--- config.mk ---
export PLATFORM = sky130hd
export DESIGN_NAME = phone_number_parse_validate_core_flat
export DESIGN_NICKNAME = d
export VERILOG_FILES = /design/src/hw/rtl/pnp_pkg.sv /design/src/hw/rtl/pnp_ifs.sv /design/src/hw/rtl/phone_number_parse_validate_core.sv /design/src/hw/rtl/pnp_accum.sv /design/src/hw/rtl/pnp_classify.sv /design/src/flat_wrapper.sv
export SDC_FILE = /design/constraint.sdc
export NUM_CORES = 1
export LEC_CHECK = 0
export ABC_AREA = 1
export BUFFER_PORTS_ARGS = -buffer_cell sky130_fd_sc_hd__buf_2
export CAP_MARGIN = 40
export CORE_UTILIZATION = 50
export CTS_CLUSTER_DIAMETER = 80
export DETAILED_ROUTE_END_ITERATION = 8
export GPL_TIMING_DRIVEN = 0
export PLACE_DENSITY = 0.7
export SLEW_MARGIN = 20
export SYNTH_ARGS = -nofsm -noshare
export SYNTH_HDL_FRONTEND = slang
export SYNTH_SLANG_ARGS = --single-unit
--- constraint.sdc ---
create_clock -name clk -period 12.2 [get_ports clk]
set_input_delay 2.44 -clock clk [delete_from_list [all_inputs] [get_ports clk]]
set_output_delay 2.44 -clock clk [all_outputs]
set_load 0.01 [all_outputs]
--- src/hw/rtl/pnp_pkg.sv ---
// Types, status codes and the calling code table of the phone number parser.
`timescale 1ns / 1ps
package pnp_pkg;

	// Result status codes.
	localparam logic [2:0] ST_OK      = 3'd0;
	localparam logic [2:0] ST_EMPTY   = 3'd1;
	localparam logic [2:0] ST_SHORT   = 3'd2;
	localparam logic [2:0] ST_LONG    = 3'd3;
	localparam logic [2:0] ST_UNKNOWN = 3'd4;

	// Register map: index taken from paddr[2].
	localparam logic REG_MIN_DIGITS = 1'b0;
	localparam logic [3:0] MIN_DIGITS_RST = 4'd7;
	localparam int PADDR_W = 3;

	// Fixed field widths.
	localparam int STORE_W = 60;
	localparam int TOTAL_W = 5;
	localparam int BCD_W   = 56;

	// Calling code table; row 0 is the no-match row.
	localparam int CODE_ROWS = 54;
	localparam logic [9:0] CODE_TABLE [CODE_ROWS] = '{
		10'd0, 10'd1, 10'd7, 10'd20, 10'd27, 10'd30, 10'd31, 10'd32, 10'd33,
		10'd34, 10'd36, 10'd39, 10'd40, 10'd41, 10'd43, 10'd44, 10'd45, 10'd46,
		10'd47, 10'd48, 10'd49, 10'd51, 10'd52, 10'd54, 10'd55, 10'd56, 10'd57,
		10'd58, 10'd60, 10'd61, 10'd62, 10'd63, 10'd64, 10'd65, 10'd66, 10'd81,
		10'd82, 10'd84, 10'd86, 10'd90, 10'd91, 10'd92, 10'd93, 10'd94, 10'd98,
		10'd212, 10'd213, 10'd216, 10'd234, 10'd254, 10'd255, 10'd966, 10'd971,
		10'd972
	};

	// Digits gathered from one string, handed to the classifier.
	typedef struct packed {
		logic               started;
		logic [TOTAL_W-1:0] total;
		logic [STORE_W-1:0] store;
	} pnp_snap_t;

	// One result item.
	typedef struct packed {
		logic [2:0]       status;
		logic [9:0]       dial_code;
		logic [5:0]       country_index;
		logic [1:0]       code_len;
		logic [3:0]       nat_count;
		logic [BCD_W-1:0] national_bcd;
	} pnp_result_t;

	// Table row whose code equals v, or zero when none does.
	function automatic logic [5:0] code_row(input logic [9:0] v);
		logic [5:0] r;
		r = '0;
		for (int k = 1; k < CODE_ROWS; k++) begin
			if (CODE_TABLE[k] == v) begin
				r = 6'(k);
			end
		end
		return r;
	endfunction

endpackage

--- src/hw/rtl/pnp_ifs.sv ---
// Valid/ready channel interfaces for characters in and results out.
`timescale 1ns / 1ps

// Character channel: one character byte per item.
interface pnp_char_if;
	logic       valid;
	logic       ready;
	logic [7:0] ch;
	logic       last;
	logic       no_char;

	modport source (output valid, ch, last, no_char, input ready);
	modport sink (input valid, ch, last, no_char, output ready);
endinterface

// Result channel: one parse result per item.
interface pnp_result_if;
	logic        valid;
	logic        ready;
	logic [2:0]  status;
	logic [9:0]  dial_code;
	logic [5:0]  country_index;
	logic [1:0]  code_len;
	logic [3:0]  nat_count;
	logic [55:0] national_bcd;

	modport source (output valid, status, dial_code, country_index, code_len,
		nat_count, national_bcd, input ready);
	modport sink (input valid, status, dial_code, country_index, code_len,
		nat_count, national_bcd, output ready);
endinterface

--- src/hw/rtl/phone_number_parse_validate_core.sv ---
// Top level of the phone number parser and validator.
//
//   Channel   Dir  Handshake        Carries
//   chars     in   valid/ready      ch, last, no_char
//   result    out  valid/ready      status, dial_code, country_index,
//                                   code_len, nat_count, national_bcd
//   APB       in   psel/penable     min_digits at byte address 0
//
// One character item is taken every cycle unless the input register holds an item
// marked last that the snapshot stage cannot take. A result for the item marked last
// passes the input register, snapshot register and result register in turn.
// arst_n empties the pipeline, clears the string state and sets min_digits to 7.
// A waiting result stalls input only once the snapshot stage is full and the
// next item marked last sits in the input register.
`timescale 1ns / 1ps
module phone_number_parse_validate_core #(
	parameter int MAX_DIGITS = 15
) (
	input  logic                        clk,
	input  logic                        arst_n,
	pnp_char_if.sink                    chars,
	pnp_result_if.source                result,
	input  logic                        psel,
	input  logic                        penable,
	input  logic                        pwrite,
	input  logic [pnp_pkg::PADDR_W-1:0] paddr,
	input  logic [31:0]                 pwdata,
	output logic [31:0]                 prdata,
	output logic                        pready
);
	import pnp_pkg::*;

	logic [3:0]  min_digits_q;
	logic        snap_valid;
	pnp_snap_t   snap;
	logic        out_free;
	pnp_result_t res;
	pnp_result_t res_q;
	logic        out_v_q;

	// Configuration register.
	assign pready = 1'b1;
	assign prdata = (paddr[2] == REG_MIN_DIGITS) ? {28'd0, min_digits_q} : 32'd0;

	always_ff @(posedge clk or negedge arst_n) begin
		if (!arst_n) begin
			min_digits_q <= MIN_DIGITS_RST;
		end else if (psel && penable && pwrite && pready && paddr[2] == REG_MIN_DIGITS) begin
			min_digits_q <= pwdata[3:0];
		end
	end

	// Character intake and digit gathering.
	pnp_accum #(.MAX_DIGITS(MAX_DIGITS)) u_accum (
		.clk        (clk),
		.arst_n     (arst_n),
		.chars      (chars),
		.snap_valid (snap_valid),
		.snap       (snap),
		.snap_ready (out_free)
	);

	// Result computation for a finished string.
	pnp_classify #(.MAX_DIGITS(MAX_DIGITS)) u_classify (
		.snap       (snap),
		.min_digits (min_digits_q),
		.res        (res)
	);

	// Result register.
	assign out_free = !out_v_q || result.ready;

	always_ff @(posedge clk or negedge arst_n) begin
		if (!arst_n) begin
			out_v_q <= 1'b0;
		end else if (out_free) begin
			out_v_q <= snap_valid;
		end
	end

	always_ff @(posedge clk) begin
		if (out_free && snap_valid) begin
			res_q <= res;
		end
	end

	assign result.valid         = out_v_q;
	assign result.status        = res_q.status;
	assign result.dial_code     = res_q.dial_code;
	assign result.country_index = res_q.country_index;
	assign result.code_len      = res_q.code_len;
	assign result.nat_count     = res_q.nat_count;
	assign result.national_bcd  = res_q.national_bcd;

endmodule

--- src/hw/rtl/pnp_accum.sv ---
// Input register and per-string digit accumulator of the phone number parser.
`timescale 1ns / 1ps
module pnp_accum #(
	parameter int MAX_DIGITS = 15
) (
	input  logic              clk,
	input  logic              arst_n,
	pnp_char_if.sink          chars,
	output logic              snap_valid,
	output pnp_pkg::pnp_snap_t snap,
	input  logic              snap_ready
);
	import pnp_pkg::*;

	localparam logic [TOTAL_W-1:0] TOT_MAX = TOTAL_W'(MAX_DIGITS);

	logic              v_s1;
	logic [7:0]        ch_s1;
	logic              last_s1;
	logic              noch_s1;
	pnp_snap_t         state_q;
	pnp_snap_t         nxt;
	pnp_snap_t         snap_s2;
	logic              v_s2;
	logic              s2_free;
	logic              advance;
	logic              is_space;
	logic              is_digit;

	// Handshake: s1 moves on unless it holds a last item that s2 cannot take.
	assign s2_free     = !v_s2 || snap_ready;
	assign advance     = v_s1 && (!last_s1 || s2_free);
	assign chars.ready = !v_s1 || advance;

	// Input register.
	always_ff @(posedge clk or negedge arst_n) begin
		if (!arst_n) begin
			v_s1 <= 1'b0;
		end else if (chars.ready) begin
			v_s1 <= chars.valid;
		end
	end

	always_ff @(posedge clk) begin
		if (chars.ready && chars.valid) begin
			ch_s1   <= chars.ch;
			last_s1 <= chars.last;
			noch_s1 <= chars.no_char;
		end
	end

	// Character classes.
	assign is_space = (ch_s1 == 8'h20) || (ch_s1 >= 8'h09 && ch_s1 <= 8'h0D);
	assign is_digit = (ch_s1 >= 8'h30) && (ch_s1 <= 8'h39);

	// Next string state: mark text start, append a digit, or saturate the count.
	always_comb begin
		nxt = state_q;
		if (!noch_s1) begin
			if (!is_space) begin
				nxt.started = 1'b1;
			end
			if (is_digit) begin
				if (state_q.total < TOT_MAX) begin
					for (int i = 0; i < MAX_DIGITS; i++) begin
						if (state_q.total == TOTAL_W'(i)) begin
							nxt.store[4*i +: 4] = ch_s1[3:0];
						end
					end
					nxt.total = state_q.total + 1'b1;
				end else begin
					nxt.total = TOT_MAX + 1'b1;
				end
			end
		end
	end

	// String state; cleared once the last item has been taken.
	always_ff @(posedge clk or negedge arst_n) begin
		if (!arst_n) begin
			state_q <= '0;
		end else if (advance) begin
			state_q <= last_s1 ? pnp_snap_t'('0) : nxt;
		end
	end

	// Finished string waits here for the classifier.
	always_ff @(posedge clk or negedge arst_n) begin
		if (!arst_n) begin
			v_s2 <= 1'b0;
		end else if (s2_free) begin
			v_s2 <= v_s1 && last_s1;
		end
	end

	always_ff @(posedge clk) begin
		if (advance && last_s1) begin
			snap_s2 <= nxt;
		end
	end

	assign snap_valid = v_s2;
	assign snap       = snap_s2;

endmodule

--- src/hw/rtl/pnp_classify.sv ---
// Length checks, calling code match and national number split.
`timescale 1ns / 1ps
module pnp_classify #(
	parameter int MAX_DIGITS = 15
) (
	input  pnp_pkg::pnp_snap_t   snap,
	input  logic [3:0]           min_digits,
	output pnp_pkg::pnp_result_t res
);
	import pnp_pkg::*;

	logic [TOTAL_W-1:0] n;
	logic [3:0]         d0, d1, d2;
	logic [9:0]         v1, v2, v3;
	logic [5:0]         row1, row2, row3;
	logic [TOTAL_W-1:0] rest;
	logic [BCD_W-1:0]   shifted;

	assign n  = snap.total;
	assign d0 = snap.store[3:0];
	assign d1 = snap.store[7:4];
	assign d2 = snap.store[11:8];

	// Candidate codes from the first one, two and three digits.
	assign v1 = 10'(d0);
	assign v2 = 10'(d0) * 10'd10 + 10'(d1);
	assign v3 = 10'(d0) * 10'd100 + 10'(d1) * 10'd10 + 10'(d2);

	assign row1 = (n >= TOTAL_W'(1)) ? code_row(v1) : 6'd0;
	assign row2 = (n >= TOTAL_W'(2)) ? code_row(v2) : 6'd0;
	assign row3 = (n >= TOTAL_W'(3)) ? code_row(v3) : 6'd0;

	// Status and match, longest code first.
	always_comb begin
		res     = '0;
		rest    = '0;
		shifted = '0;
		if (!snap.started) begin
			res.status = ST_EMPTY;
		end else if (n < TOTAL_W'(min_digits)) begin
			res.status = ST_SHORT;
		end else if (n > TOTAL_W'(MAX_DIGITS)) begin
			res.status = ST_LONG;
		end else begin
			res.status = ST_UNKNOWN;
			if (row3 != 6'd0) begin
				res.dial_code     = v3;
				res.country_index = row3;
				res.code_len      = 2'd3;
			end else if (row2 != 6'd0) begin
				res.dial_code     = v2;
				res.country_index = row2;
				res.code_len      = 2'd2;
			end else if (row1 != 6'd0) begin
				res.dial_code     = v1;
				res.country_index = row1;
				res.code_len      = 2'd1;
			end
			// National part after the code.
			case (res.code_len)
				2'd1: shifted = snap.store[4 +: BCD_W];
				2'd2: shifted = BCD_W'(snap.store[STORE_W-1:8]);
				2'd3: shifted = BCD_W'(snap.store[STORE_W-1:12]);
				default: shifted = '0;
			endcase
			rest = n - TOTAL_W'(res.code_len);
			if (res.country_index != 6'd0) begin
				if (rest < TOTAL_W'(4)) begin
					res.status = ST_SHORT;
				end else begin
					res.status       = ST_OK;
					res.nat_count    = rest[3:0];
					res.national_bcd = shifted;
				end
			end
		end
	end

endmodule

--- src/flat_wrapper.sv ---
// flat-port wrapper written by rule: the top's interface ports become plain ports
module phone_number_parse_validate_core_flat import pnp_pkg::*;
#(
	parameter int MAX_DIGITS = 15
)
  (clk, arst_n, psel, penable, pwrite, paddr, pwdata, prdata, pready, chars_valid, chars_ch, chars_last, chars_no_char, chars_ready, result_valid, result_status, result_dial_code, result_country_index, result_code_len, result_nat_count, result_national_bcd, result_ready);
  pnp_char_if chars_i ();
  pnp_result_if result_i ();
  input  logic clk;
  input  logic arst_n;
  input  logic psel;
  input  logic penable;
  input  logic pwrite;
  input  logic [pnp_pkg::PADDR_W-1:0] paddr;
  input  logic [31:0] pwdata;
  output logic [31:0] prdata;
  output logic pready;
  input wire logic [$bits(chars_i.valid)-1:0] chars_valid;
  input wire logic [$bits(chars_i.ch)-1:0] chars_ch;
  input wire logic [$bits(chars_i.last)-1:0] chars_last;
  input wire logic [$bits(chars_i.no_char)-1:0] chars_no_char;
  output wire logic [$bits(chars_i.ready)-1:0] chars_ready;
  output wire logic [$bits(result_i.valid)-1:0] result_valid;
  output wire logic [$bits(result_i.status)-1:0] result_status;
  output wire logic [$bits(result_i.dial_code)-1:0] result_dial_code;
  output wire logic [$bits(result_i.country_index)-1:0] result_country_index;
  output wire logic [$bits(result_i.code_len)-1:0] result_code_len;
  output wire logic [$bits(result_i.nat_count)-1:0] result_nat_count;
  output wire logic [$bits(result_i.national_bcd)-1:0] result_national_bcd;
  input wire logic [$bits(result_i.ready)-1:0] result_ready;
  assign chars_i.valid = chars_valid;
  assign chars_i.ch = chars_ch;
  assign chars_i.last = chars_last;
  assign chars_i.no_char = chars_no_char;
  assign chars_ready = chars_i.ready;
  assign result_valid = result_i.valid;
  assign result_status = result_i.status;
  assign result_dial_code = result_i.dial_code;
  assign result_country_index = result_i.country_index;
  assign result_code_len = result_i.code_len;
  assign result_nat_count = result_i.nat_count;
  assign result_national_bcd = result_i.national_bcd;
  assign result_i.ready = result_ready;
  phone_number_parse_validate_core #(.MAX_DIGITS(MAX_DIGITS)) u_core (.clk(clk), .arst_n(arst_n), .chars(chars_i), .result(result_i), .psel(psel), .penable(penable), .pwrite(pwrite), .paddr(paddr), .pwdata(pwdata), .prdata(prdata), .pready(pready));
endmodule
After elaboration in Yosys (flattened, before gate mapping)

Index checks and enable logic that the tools add are counted.

Register bits: 230
Bits of input ports: 52
Output and inout port bits: 116

Add/sub/neg operators: 5
Multipliers: 3
$lt $le $gt $ge: 11
Equality and inequality tests: 126
Multiplexer cells: 144
Bitwise gates (word level): 3
Reduce and logical (&&, ||, !) cells: 26

Operator list:

| cell                                                | number |
|---|---|
| 2-to-1 mux 6 bit                                    | 108 |
| equality test 6 x 10 -> 1 bit, first input constant | 25 |
| equality test 6 x 9 -> 1 bit, first input constant  | 25 |
| case mux 56 bit (3 select lines)                    | 1 |
| 2-to-1 mux 66 bit                                   | 2 |
| equality test 7 x 10 -> 1 bit, first input constant | 13 |
| equality test 7 x 9 -> 1 bit, first input constant  | 13 |
| 2-to-1 mux 18 bit                                   | 4 |
| 2-to-1 mux 65 bit                                   | 1 |
| 2-to-1 mux 4 bit                                    | 16 |
| equality test 8 x 10 -> 1 bit, first input constant | 6 |
| 2-to-1 mux 60 bit                                   | 1 |
| equality test 8 x 9 -> 1 bit, first input constant  | 6 |
| equality test 5 x 10 -> 1 bit, first input constant | 4 |
| equality test 5 x 9 -> 1 bit, first input constant  | 4 |
| equality test 5 x 4 -> 1 bit, second input constant | 7 |
| equality test 10 bit, first input constant          | 3 |
| equality test 10 x 9 -> 1 bit, first input constant | 3 |
| nonzero test 6 bit                                  | 4 |
| equality test 5 x 3 -> 1 bit, second input constant | 4 |
| 2-to-1 mux 17 bit                                   | 1 |
| multiplier 4 x 3 -> 7 bit, second input constant    | 2 |
| 2-to-1 mux 12 bit                                   | 1 |
| adder 10 x 4 -> 10 bit                              | 1 |
| other kinds (37)                                    | 63 |

Logic depth before layout (Yosys ltp)

Gate-level depths: netlist of the first run.

Depth after elaboration: 69
Mapped depth: 43
Gate-level depth less buffers: 39

By module

Synthesis of the first run repeated with hierarchy kept, for this count alone.

Cells, all modules: 1,920
Area, all modules: 14,690.3 sq um

By module, submodules not included:

| module                           | times used | cells an instance | area an instance (sq um) | seq. area each (sq um) |
|---|---|---|---|---|
| pnp_accum                        | 1          | 716               | 6,698.9                  | 3,983.8 |
| pnp_classify                     | 1          | 1,057             | 5,071.1                  | 0.0 |
| phone_number_parse_validate_core | 1          | 147               | 2,920.3                  | 2,561.2 |

Worst setup path before layout of the first run

No wires, ideal clock.

Kind: input -> register
Start: input port result_ready
End: register u_core.res_q (netlist bit u_core.result.code_len[0]), enable pin
Arrival time: 5.894 ns
Path slack: 5.783 ns
Stages on the path: 2
Cell sequence: nor2_1 > nor2_1

Word-level cells in the longest chain between the ends: 2

RTL lines:

| what                 | RTL line                               | text |
|---|---|---|
| start, declared      | flat_wrapper.sv:30                     | `input wire logic [$bits(result_i.ready)-1:0] result_ready;` |
| logical OR 1 bit     | phone_number_parse_validate_core.sv:71 | `assign out_free = !out_v_q \|\| result.ready;` |
| logical AND 1 bit    | phone_number_parse_validate_core.sv:82 | `if (out_free && snap_valid) begin` |
| end signal, assigned | phone_number_parse_validate_core.sv:83 | `res_q <= res;` |
| end, declared        | phone_number_parse_validate_core.sv:38 | `pnp_result_t res_q;` |

No other way between the ends.
A chain may end at the register's enable or synchronous reset.

Worst setup path after layout of the first run

Start: register u_core.u_accum.snap_s2 (netlist bit u_core.u_accum.snap[1])
End: register u_core.res_q (netlist bit u_core.result.national_bcd[6]), data pin

Word-level cells in the longest chain between the ends: 66
Elaborated cells between the ends (all ways): 242

RTL lines:

| what                                                                   | RTL line                               | text |
|---|---|---|
| start, declared                                                        | pnp_accum.sv:23                        | `pnp_snap_t snap_s2;` |
| start signal, assigned                                                 | pnp_accum.sv:98                        | `snap_s2 <= nxt;` |
| multiplier 4 x 5 -> 8 bit or multiplier 4 x 3 -> 7 bit (tied branches) | pnp_classify.sv:27, pnp_classify.sv:26 |  |
| adder 10 x 8 -> 10 bit or adder 8 x 4 -> 9 bit (tied branches)         | pnp_classify.sv:27, pnp_classify.sv:26 |  |
| adder 10 x 4 -> 10 bit or equality test 1 x 9 -> 1 bit (tied branches) | pnp_classify.sv:27, pnp_pkg.sv:56      |  |
| equality test 1 x 10 -> 1 bit or 2-to-1 mux 1 bit (tied branches)      | pnp_pkg.sv:56                          | `if (CODE_TABLE[k] == v) begin` |
| 2-to-1 mux 1 bit or 2-to-1 mux 6 bit (tied branches)                   | pnp_pkg.sv:56                          |  |
| 2-to-1 mux 6 bit (51 in series)                                        | pnp_pkg.sv:56                          |  |
| 2-to-1 mux 6 bit, on equally long branches                             | pnp_pkg.sv:56, pnp_classify.sv:30      |  |
| 2-to-1 mux 6 bit or nonzero test 6 bit (tied branches)                 | pnp_classify.sv:31, pnp_classify.sv:50 |  |
| nonzero test 6 bit or 2-to-1 mux 17 bit (tied branches)                | pnp_classify.sv:46, pnp_classify.sv:50 |  |
| 2-to-1 mux 18 bit (*)                                                  | pnp_classify.sv:46                     | `if (row3 != 6'd0) begin` |
| 2-to-1 mux 18 bit (*)                                                  | pnp_classify.sv:42                     | `end else if (n > TOTAL_W'(MAX_DIGITS)) begin` |
| 2-to-1 mux 18 bit (*)                                                  | pnp_classify.sv:40                     | `end else if (n < TOTAL_W'(min_digits)) begin` |
| 2-to-1 mux 18 bit (*)                                                  | pnp_classify.sv:38                     | `if (!snap.started) begin` |
| subtractor 5 x 2 -> 5 bit or nonzero test 6 bit (tied branches)        | pnp_classify.sv:66, pnp_classify.sv:67 |  |
| less-than comparator 5 x 3 -> 1 bit or inverter 1 bit (tied branches)  | n/a                                    |  |
| OR reduction 5 bit (no source line)                                    | n/a                                    |  |

Mark *: on every way between the ends. The rest lies on a longest branch, timed or not. The select of a mux whose other input is x is not followed.

==> flow_summary.json, run 1 <==
{
  "holdCritPathClass": "reg -> reg",
  "synth_seq_cells": 230,
  "hold_depth": 2,
  "synth-edff-count": 157,
  "first_global_vias": 11200,
  "hpwl_microns": 28300,
  "die_area_sq_um": 28900,
  "grt_max_degree": 43,
  "fmax_mhz": 125,
  "critPathSlowestCell": "nor4_1",
  "initial_core_util_pct": 50.9,
  "syn-cell-area_sq_um": 14100,
  "avgRoutedWirePerCell_microns": 16.1,
  "cts_buffer_depth": 3,
  "die_h_microns": 170,
  "grt.overflow.total": 0,
  "place.gp.congestion": 0.922,
  "relSlewSlack_pct": 45.1,
  "h-tree-depth": 1,
  "final_common_cell": "inv_1",
  "clk_latency_ps": 550,
  "reg2reg_depth": 35,
  "tns_ps": 0,
  "cts.repair.resized": 0,
  "finalCritPeriodShare_pct": 65.7,
  "leakage_uw": 0.00819,
  "totalWireLength_microns": 37200,
  "rsz0062_at_grt": "no",
  "die_w_microns": 170,
  "clk_pin_slew_ps": 60,
  "worstPathMaxFanout": 10,
  "cts_tree": "done",
  "hold_violations": 0,
  "io_buffers": 108,
  "drv_cap": 0,
  "endpoint": "u_core.result.national_bcd[6]",
  "async_reset_ff_share_pct": 31.7,
  "post_cts_buffers": 0,
  "power_uw": 2590,
  "path_class": "reg -> reg",
  "root_buffer": "clkbuf_16",
  "finalCriticalPeriod_ps": 8020,
  "peakVddDrop_v": 0.000108,
  "insertedDiodeCount": 0,
  "antenna_found_initial": 0,
  "cp.arrival_ps": 8380,
  "grt_usage_pct": 26.2,
  "cts_hold_buf": 0,
  "synthesis.instances": 1739,
  "slew_violations": 0,
  "vias_per_cell": 5.24,
  "timing.reg2reg.setup_slack_ps": 4180,
  "syn_area_per_cell_sq_um": 8.12,
  "io_pins": 168,
  "grt_pass1_wl_microns": 59100,
  "p_per_area_nw_per_um2": 160,
  "numCtsBuffers": 26,
  "clock-sinks": 230,
  "clock_skew_ps": 10.5,
  "worst_setup_path_end_kind": "flip-flop",
  "r2r_end": "u_core.result.national_bcd[6]",
  "core_sq_um": 27800,
  "ys_warn_count": 0,
  "drc": 0,
  "ant_nets": 0,
  "reg2reg_from": "u_core.u_accum.snap[1]",
  "max_slew.worst_pin.slew_ps": 817,
  "syn_to_final_growth_pct": 14.7,
  "status": "finished, final reports clean",
  "drt-pass1-iter-count": 5,
  "finalSetupViolCount": 0,
  "final_cell_mix": "inv_1 (336), nand2_1 (315), nor2_1 (232)",
  "drt-initial-drc-count": 1160,
  "cp-start-kind": "flip-flop",
  "vias": 12100,
  "yosys_most_used_dff": "edfxtp_1",
  "drive_gt1_share_pct": 16.2,
  "rows": 61,
  "crit_start": "u_core.u_accum.snap[1]",
  "synth.distinct_cells": 53,
  "cp_slowest_stage_delay_ps": 690,
  "required_ps": 12560,
  "yosysSeqAreaShare_pct": 46.3,
  "nets": 2010
}
==> flip-flops by register name, summed over array words and instances, names as in the netlist, 2 cells and up <==
| register | flops |
|---|---|
| u_core.min_digits_q | 4 |
| u_core.result.code_len | 2 |
| u_core.result.country_index | 6 |
| u_core.result.dial_code | 10 |
| u_core.result.nat_count | 4 |
| u_core.result.national_bcd | 56 |
| u_core.result.status | 3 |
| u_core.u_accum.ch_s1 | 8 |
| u_core.u_accum.snap | 66 |
| u_core.u_accum.state_q | 66 |
==> routing by layer <==
layer	GRT usage, %	vias to the layer above	share of wire [%]
li1	-	5924	-
met4	7.29	0	2.5
met2	41.5	459	45
met5	0	-	0
met3	3.84	64	7.5
met1	37.5	5632	45
==> cell usage after synthesis, drive strengths merged, types with 22 or more instances <==
cell | n | area share (%)
nor2 | 242 | 6.7
clkbuf | 22 | 0.58
o21ai | 103 | 3.6
buf | 59 | 3.3
inv | 354 | 9.4
o22ai | 46 | 2.0
ha | 42 | 3.7
nand2 | 319 | 8.5
nand3 | 111 | 4.8
a21oi | 88 | 4.2
edfxtp | 157 | 33
nand4 | 26 | 1.2
dfrtp | 70 | 12
==> worst min-delay path by stage <==
stage / from / to / slack (ps)
after floorplan: u_core.u_accum.snap_valid / u_core.result.valid / 430
after global placement: u_core.u_accum.snap_valid / u_core.result.valid / 460
after detailed placement: u_core.u_accum.state_q[3] / u_core.u_accum.state_q[3] / 480
after CTS: u_core.u_accum.state_q[3] / u_core.u_accum.state_q[3] / 490
after global routing: u_core.u_accum.state_q[14] / u_core.u_accum.state_q[14] / 510
final: u_core.u_accum.state_q[2] / u_core.u_accum.state_q[2] / 490
==> through the flow <==
stage,cells,util [%],worst slack [ps],hold WS [ps],instance area [sq um]
floorplan,1766,-,5780,434,14200
global placement,2252,54.9,4010,457,15200
detailed placement,2257,55.3,4380,476,15400
CTS,2305,58.3,4340,491,16200
global route,2306,58.3,3590,514,16200
finish,2306,58.3,4180,486,16200
==> cell families after synthesis <==
group	count (synthesis)	synth area share, %
AOI/OAI and AO/OA	276	12.2
xor gates and xnor gates	6	0.372
adders and majority gates	50	4.85
buffers and inverters	439	13.4
DFF	230	46.3
other	2	0.0532
and+or+nand+nor	736	22.8
==> layout make-up <==
class | count | area (sq um)
plain buffers | 81 | 552
fillers | 2564 | 11600
inverters | 358 | 1350
repair buffers | 114 | 651
clock inverters | 18 | 178
multi-input cells | 1097 | 5800
clock buffers | 30 | 666
well taps | 378 | 473
flip-flops and latches | 230 | 6550
==> critical path: cells and delay by family, from the launching register on <==
family / cells / cell delay (ps)
compound gates: 3 / 850
xor+xnor: 1 / 220
fa+ha+maj: 7 / 2280
buf+inv: 8 / 860
flops: 1 / 570
simple gates: 16 / 3010
==> power breakdown <==
group | leakage (uW) | internal [uW] | total (uW) | switching, uW
clock network | 0.000394 | 440 | 776 | 337
registers | 0.00252 | 890 | 914 | 23.5
logic | 0.00527 | 287 | 904 | 617
(Power assumes the default switching activity.)
==> inputs of run 2 (changes only) <==
- clock period: 12.2 -> 7.9 ns (I/O delays scaled with it)
==> flow_summary.json, run 2 (synthesized netlist as in run 1, its figures left out) <==
{
  "status": "finished, final reports clean",
  "io_buffers": 108,
  "core_sq_um": 27800,
  "reg2reg_depth": 35,
  "fin_util_pct": 58.7,
  "finalSetupViolCount": 0,
  "insertedDiodeCount": 0,
  "min_from": "u_core.u_accum.state_q[2]",
  "holdCritPathClass": "reg -> reg",
  "first_global_vias": 11200,
  "max_slew.worst_pin.slew_ps": 811,
  "initial_core_util_pct": 50.9,
  "cts_hold_buf": 0,
  "antenna_found_initial": 0,
  "clock_skew_ps": 10.8,
  "final_cell_mix": "inv_1 (336), nand2_1 (315), nor2_1 (232)",
  "final_common_cell": "inv_1",
  "hold_depth": 2,
  "vias": 12100,
  "totalWireLength_microns": 37400,
  "nets": 2023,
  "timing.reg2reg.setup_slack_ps": 410,
  "grt.met2_usage_pct": 41.5,
  "grt_usage_pct": 26.2,
  "drc": 0,
  "finalCritPeriodShare_pct": 94.8,
  "power_uw": 4020,
  "cp.arrival_ps": 7850,
  "numCtsBuffers": 26,
  "finalCriticalPeriod_ps": 7490,
  "drt-pass1-iter-count": 5,
  "cp-start-kind": "flip-flop",
  "r2r_end": "u_core.result.national_bcd[6]",
  "drt-initial-drc-count": 1182,
  "grt_pass1_wl_microns": 59100,
  "place.gp.congestion": 0.922,
  "fill_cells": 2552,
  "clk_pin_slew_ps": 60,
  "slew_violations": 0,
  "cts_buffer_depth": 3,
  "avgRoutedWirePerCell_microns": 16.1,
  "worstPathMaxFanout": 10,
  "fmax_mhz": 133,
  "die_w_microns": 170,
  "relSlewSlack_pct": 45.6,
  "use_met1_pct": 37.5,
  "vias_per_cell": 5.22,
  "die_area_sq_um": 28900,
  "root_buffer": "clkbuf_16",
  "syn_to_final_growth_pct": 15.5,
  "cp_slowest_stage_delay_ps": 570,
  "required_ps": 8260,
  "die_h_microns": 170,
  "critPathSlowestCell": "fa_1",
  "drv_cap": 0,
  "h-tree-depth": 1,
  "grt_max_degree": 43,
  "drive_gt1_share_pct": 16.8,
  "cts_tree": "done",
  "reg2reg_from": "u_core.u_accum.snap[1]",
  "clock-sinks": 230,
  "hpwl_microns": 28300,
  "ant_nets": 0,
  "p_per_area_nw_per_um2": 246,
  "clk_latency_ps": 550,
  "io_pins": 168,
  "met3_usage_pct": 3.84,
  "worst_setup_path_end_kind": "flip-flop",
  "grt.overflow.total": 0,
  "leakage_uw": 0.00825,
  "whs_endpoint": "u_core.u_accum.state_q[2]",
  "top_usage_layer": "met2",
  "peakVddDrop_v": 0.000167,
  "rows": 61,
  "hold_violations": 0,
  "path_class": "reg -> reg"
}
[run 2: through the flow]
step | TNS (ps) | setup WS [ps] | area, sq um | hold WS [ps] | cells
5_1_grt | -30.4 | -20.2 | 16300 | 514 | 2319
2_1_floorplan | 0 | 1650 | 14200 | 434 | 1766
3_5_place_dp | 0 | 83.0 | 15400 | 476 | 2257
6_report | 0 | 409 | 16300 | 487 | 2319
3_3_place_gp | 0 | 16.7 | 15200 | 457 | 2252
4_1_cts | 0 | 35.5 | 16200 | 491 | 2305
[run 2: worst max-delay path by stage]
| stage | cells after the start | slack [ps] | end | startpoint |
|---|---|---|---|---|
| after floorplan | 37 | 1650 | u_core.result.national_bcd[40] | u_core.u_accum.snap[1] |
| after global placement | 42 | 20 | u_core.result.national_bcd[7] | u_core.u_accum.snap[1] |
| after detailed placement | 41 | 80 | u_core.result.national_bcd[7] | u_core.u_accum.snap[1] |
| after CTS | 41 | 40 | u_core.result.national_bcd[7] | u_core.u_accum.snap[1] |
| after global routing | 41 | -20 | u_core.result.national_bcd[6] | u_core.u_accum.snap[1] |
| final | 35 | 410 | u_core.result.national_bcd[6] | u_core.u_accum.snap[1] |
[run 2: per-layer routing]
layer | vias up | part of all wire (%)
met5 | - | 0
met4 | 0 | 2.4
met3 | 64 | 6.8
met2 | 438 | 45
met1 | 5657 | 46
li1 | 5948 | -
[run 2: cell type report]
| class | instances | area [sq um] | share of cell area [%] |
|---|---|---|---|
| clock buffers | 30 | 666 | 4.08 |
| well taps | 378 | 473 | 2.90 |
| clock inverters | 18 | 178 | 1.09 |
| repair buffers | 127 | 748 | 4.58 |
| plain buffers | 81 | 554 | 3.40 |
| flip-flops and latches | 230 | 6550 | 40.1 |
| inverters | 358 | 1350 | 8.25 |
| multi-input cells | 1097 | 5810 | 35.6 |
[run 2: worst max-delay path: cells and delay by family, from the launching register on]
kind                     cells  cell delay, ps
flip-flops                   1             470
AO/OA/AOI/OAI                3             860
AND/OR/NAND/NOR             16            2630
adder cells (fa/ha/maj)      7            2300
buffers and inverters        8             790
XOR/XNOR                     1             180
[run 2: timing repair]
action	in CTS	in global routing
endpoints found under the setup margin	0	60
hold endpoints to repair	0	0
resized for setup	0	3
setup buffers	0	13
[run 2: report_power, final]
part	switching, uW	internal, uW
registers	34.8	1370
logic	956	455
clock network	522	679
total	1510	2510
==> inputs of run 3 (changes only) <==
- BUFFER_PORTS_ARGS: -buffer_cell sky130_fd_sc_hd__buf_2 -> -buffer_cell sky130_fd_sc_hd__buf_4
- CAP_MARGIN: 40 -> 20
- PLACE_DENSITY: 0.7 -> 0.79
==> flow_summary.json, run 3 (synthesized netlist as in run 1, its figures left out) <==
{
  "clk_pin_slew_ps": 60,
  "p_per_area_nw_per_um2": 240,
  "cp_slowest_stage_delay_ps": 540,
  "grt_pass1_wl_microns": 57600,
  "ant_nets": 0,
  "min_from": "u_core.u_accum.state_q[11]",
  "drt-pass1-iter-count": 6,
  "die_w_microns": 170,
  "antenna_found_initial": 0,
  "grt_usage_pct": 25.2,
  "power_uw": 3950,
  "crit_top_cell": "ha_1",
  "vias_per_cell": 5.19,
  "hold_depth": 2,
  "place.gp.congestion": 0.931,
  "root_buffer": "clkbuf_16",
  "nets": 2008,
  "cts_buffer_depth": 3,
  "finalCritPeriodShare_pct": 93.0,
  "max_slew.worst_pin.slew_ps": 982,
  "path_class": "reg -> reg",
  "slew_violations": 0,
  "io_pins": 168,
  "totalWireLength_microns": 36200,
  "drc": 0,
  "worst_setup_path_end_kind": "flip-flop",
  "die_h_microns": 170,
  "finalCriticalPeriod_ps": 7350,
  "grt.overflow.total": 0,
  "clock-sinks": 230,
  "hpwl_microns": 27700,
  "numCtsBuffers": 26,
  "drt-initial-drc-count": 1372,
  "post_cts_buffers": 0,
  "peakVddDrop_v": 0.000155,
  "wl_met1_microns": 15700,
  "h-tree-depth": 1,
  "cp_top_family": "simple AND/OR/NAND/NOR gates",
  "rows": 61,
  "reg2reg_depth": 33,
  "rsz0062_at_grt": "no",
  "cp-start-kind": "flip-flop",
  "status": "finished, final reports clean",
  "clk_latency_ps": 550,
  "first_global_vias": 11500,
  "fin_area_sq_um": 16400,
  "cp.arrival_ps": 7720,
  "finalSetupViolCount": 0,
  "holdCritPathClass": "reg -> reg",
  "critPathSlowestCell": "edfxtp_1",
  "cp_num_buf_inv": 6,
  "leakage_uw": 0.00826,
  "reg2reg_from": "u_core.u_accum.snap[1]",
  "route.top_layer_used": "met4",
  "final_common_cell": "inv_1",
  "hold_violations": 0,
  "final_cell_mix": "inv_1 (336), nand2_1 (315), nor2_1 (232)",
  "grt_max_degree": 74,
  "initial_core_util_pct": 50.9,
  "vias": 12000,
  "timing.reg2reg.setup_slack_ps": 550,
  "worstPathMaxFanout": 10,
  "place_area_sq_um": 15600,
  "wl_met3_microns": 2770,
  "drive_gt1_share_pct": 16.0,
  "io_buffers": 108,
  "drv_cap": 0,
  "insertedDiodeCount": 0,
  "whs_endpoint": "u_core.u_accum.state_q[11]",
  "fmax_mhz": 136,
  "clock_skew_ps": 18.2,
  "core_sq_um": 27800,
  "syn_to_final_growth_pct": 16.4,
  "cts.repair.resized": 0,
  "wl_met2_microns": 16500,
  "relSlewSlack_pct": 34.5,
  "required_ps": 8270,
  "die_area_sq_um": 28900,
  "cts_tree": "done",
  "r2r_end": "u_core.result.national_bcd[7]",
  "avgRoutedWirePerCell_microns": 15.7,
  "cts_hold_buf": 0,
  "tns_ps": 0
}
[run 3: cell count changes in the layout (fill, tap and decap cells not counted), moves of 4 or more]
cell,change
buf_2,-106
buf_4,+93
clkbuf_1,+5
buf_12,-4
clkbuf_8,+4
[run 3: area by class of cell]
| cell class | instances | area (sq um) |
|---|---|---|
| well taps | 378 | 473 |
| clock inverters | 9 | 62.6 |
| flip-flops and latches | 230 | 6550 |
| fillers | 2409 | 11300 |
| multi-input cells | 1097 | 5810 |
| inverters | 358 | 1350 |
| plain buffers | 81 | 552 |
| clock buffers | 39 | 739 |
| repair buffers | 112 | 913 |
[run 3: worst max-delay path by stage]
stage	cells past startpoint	endpoint	slack, ps	startpoint
detailed placement	41	u_core.result.national_bcd[6]	320	u_core.u_accum.snap[1]
global route	37	u_core.result.national_bcd[6]	110	u_core.u_accum.snap[1]
global placement	41	u_core.result.national_bcd[6]	440	u_core.u_accum.snap[1]
floorplan	37	u_core.result.national_bcd[40]	1650	u_core.u_accum.snap[1]
CTS	41	u_core.result.national_bcd[6]	200	u_core.u_accum.snap[1]
finish	33	u_core.result.national_bcd[7]	550	u_core.u_accum.snap[1]
[run 3: per-layer routing]
layer | GRT usage [%] | vias up
li1 | - | 5897
met1 | 33.8 | 5469
met2 | 41.1 | 494
met3 | 3.70 | 96
met4 | 9.75 | 0
met5 | 0 | -
[run 3: through the flow]
stage          worst slack (ps)  instances  hold WS [ps]  util (%)
2_1_floorplan              1650       1766           434         -
3_3_place_gp                437       2252           450      55.8
3_5_place_dp                320       2256           473      56.2
4_1_cts                     199       2304           489      59.1
5_1_grt                     107       2304           511      59.2
6_report                    551       2304           485      59.2
[run 3: report_power, final]
group	total (uW)	switching, uW	internal (uW)
Sequential	1410	37.2	1380
Combinational	1420	948	468
Clock	1130	478	647
Total	3950	1460	2490
[run 3: worst reg2reg max path, delay by kind of cell, from the launching register on]
kind	cells	cell delay, ps
flops	1	540
buf+inv	6	650
compound gates	4	880
simple gates	15	2650
fa+ha+maj	7	2250
xor+xnor	1	220
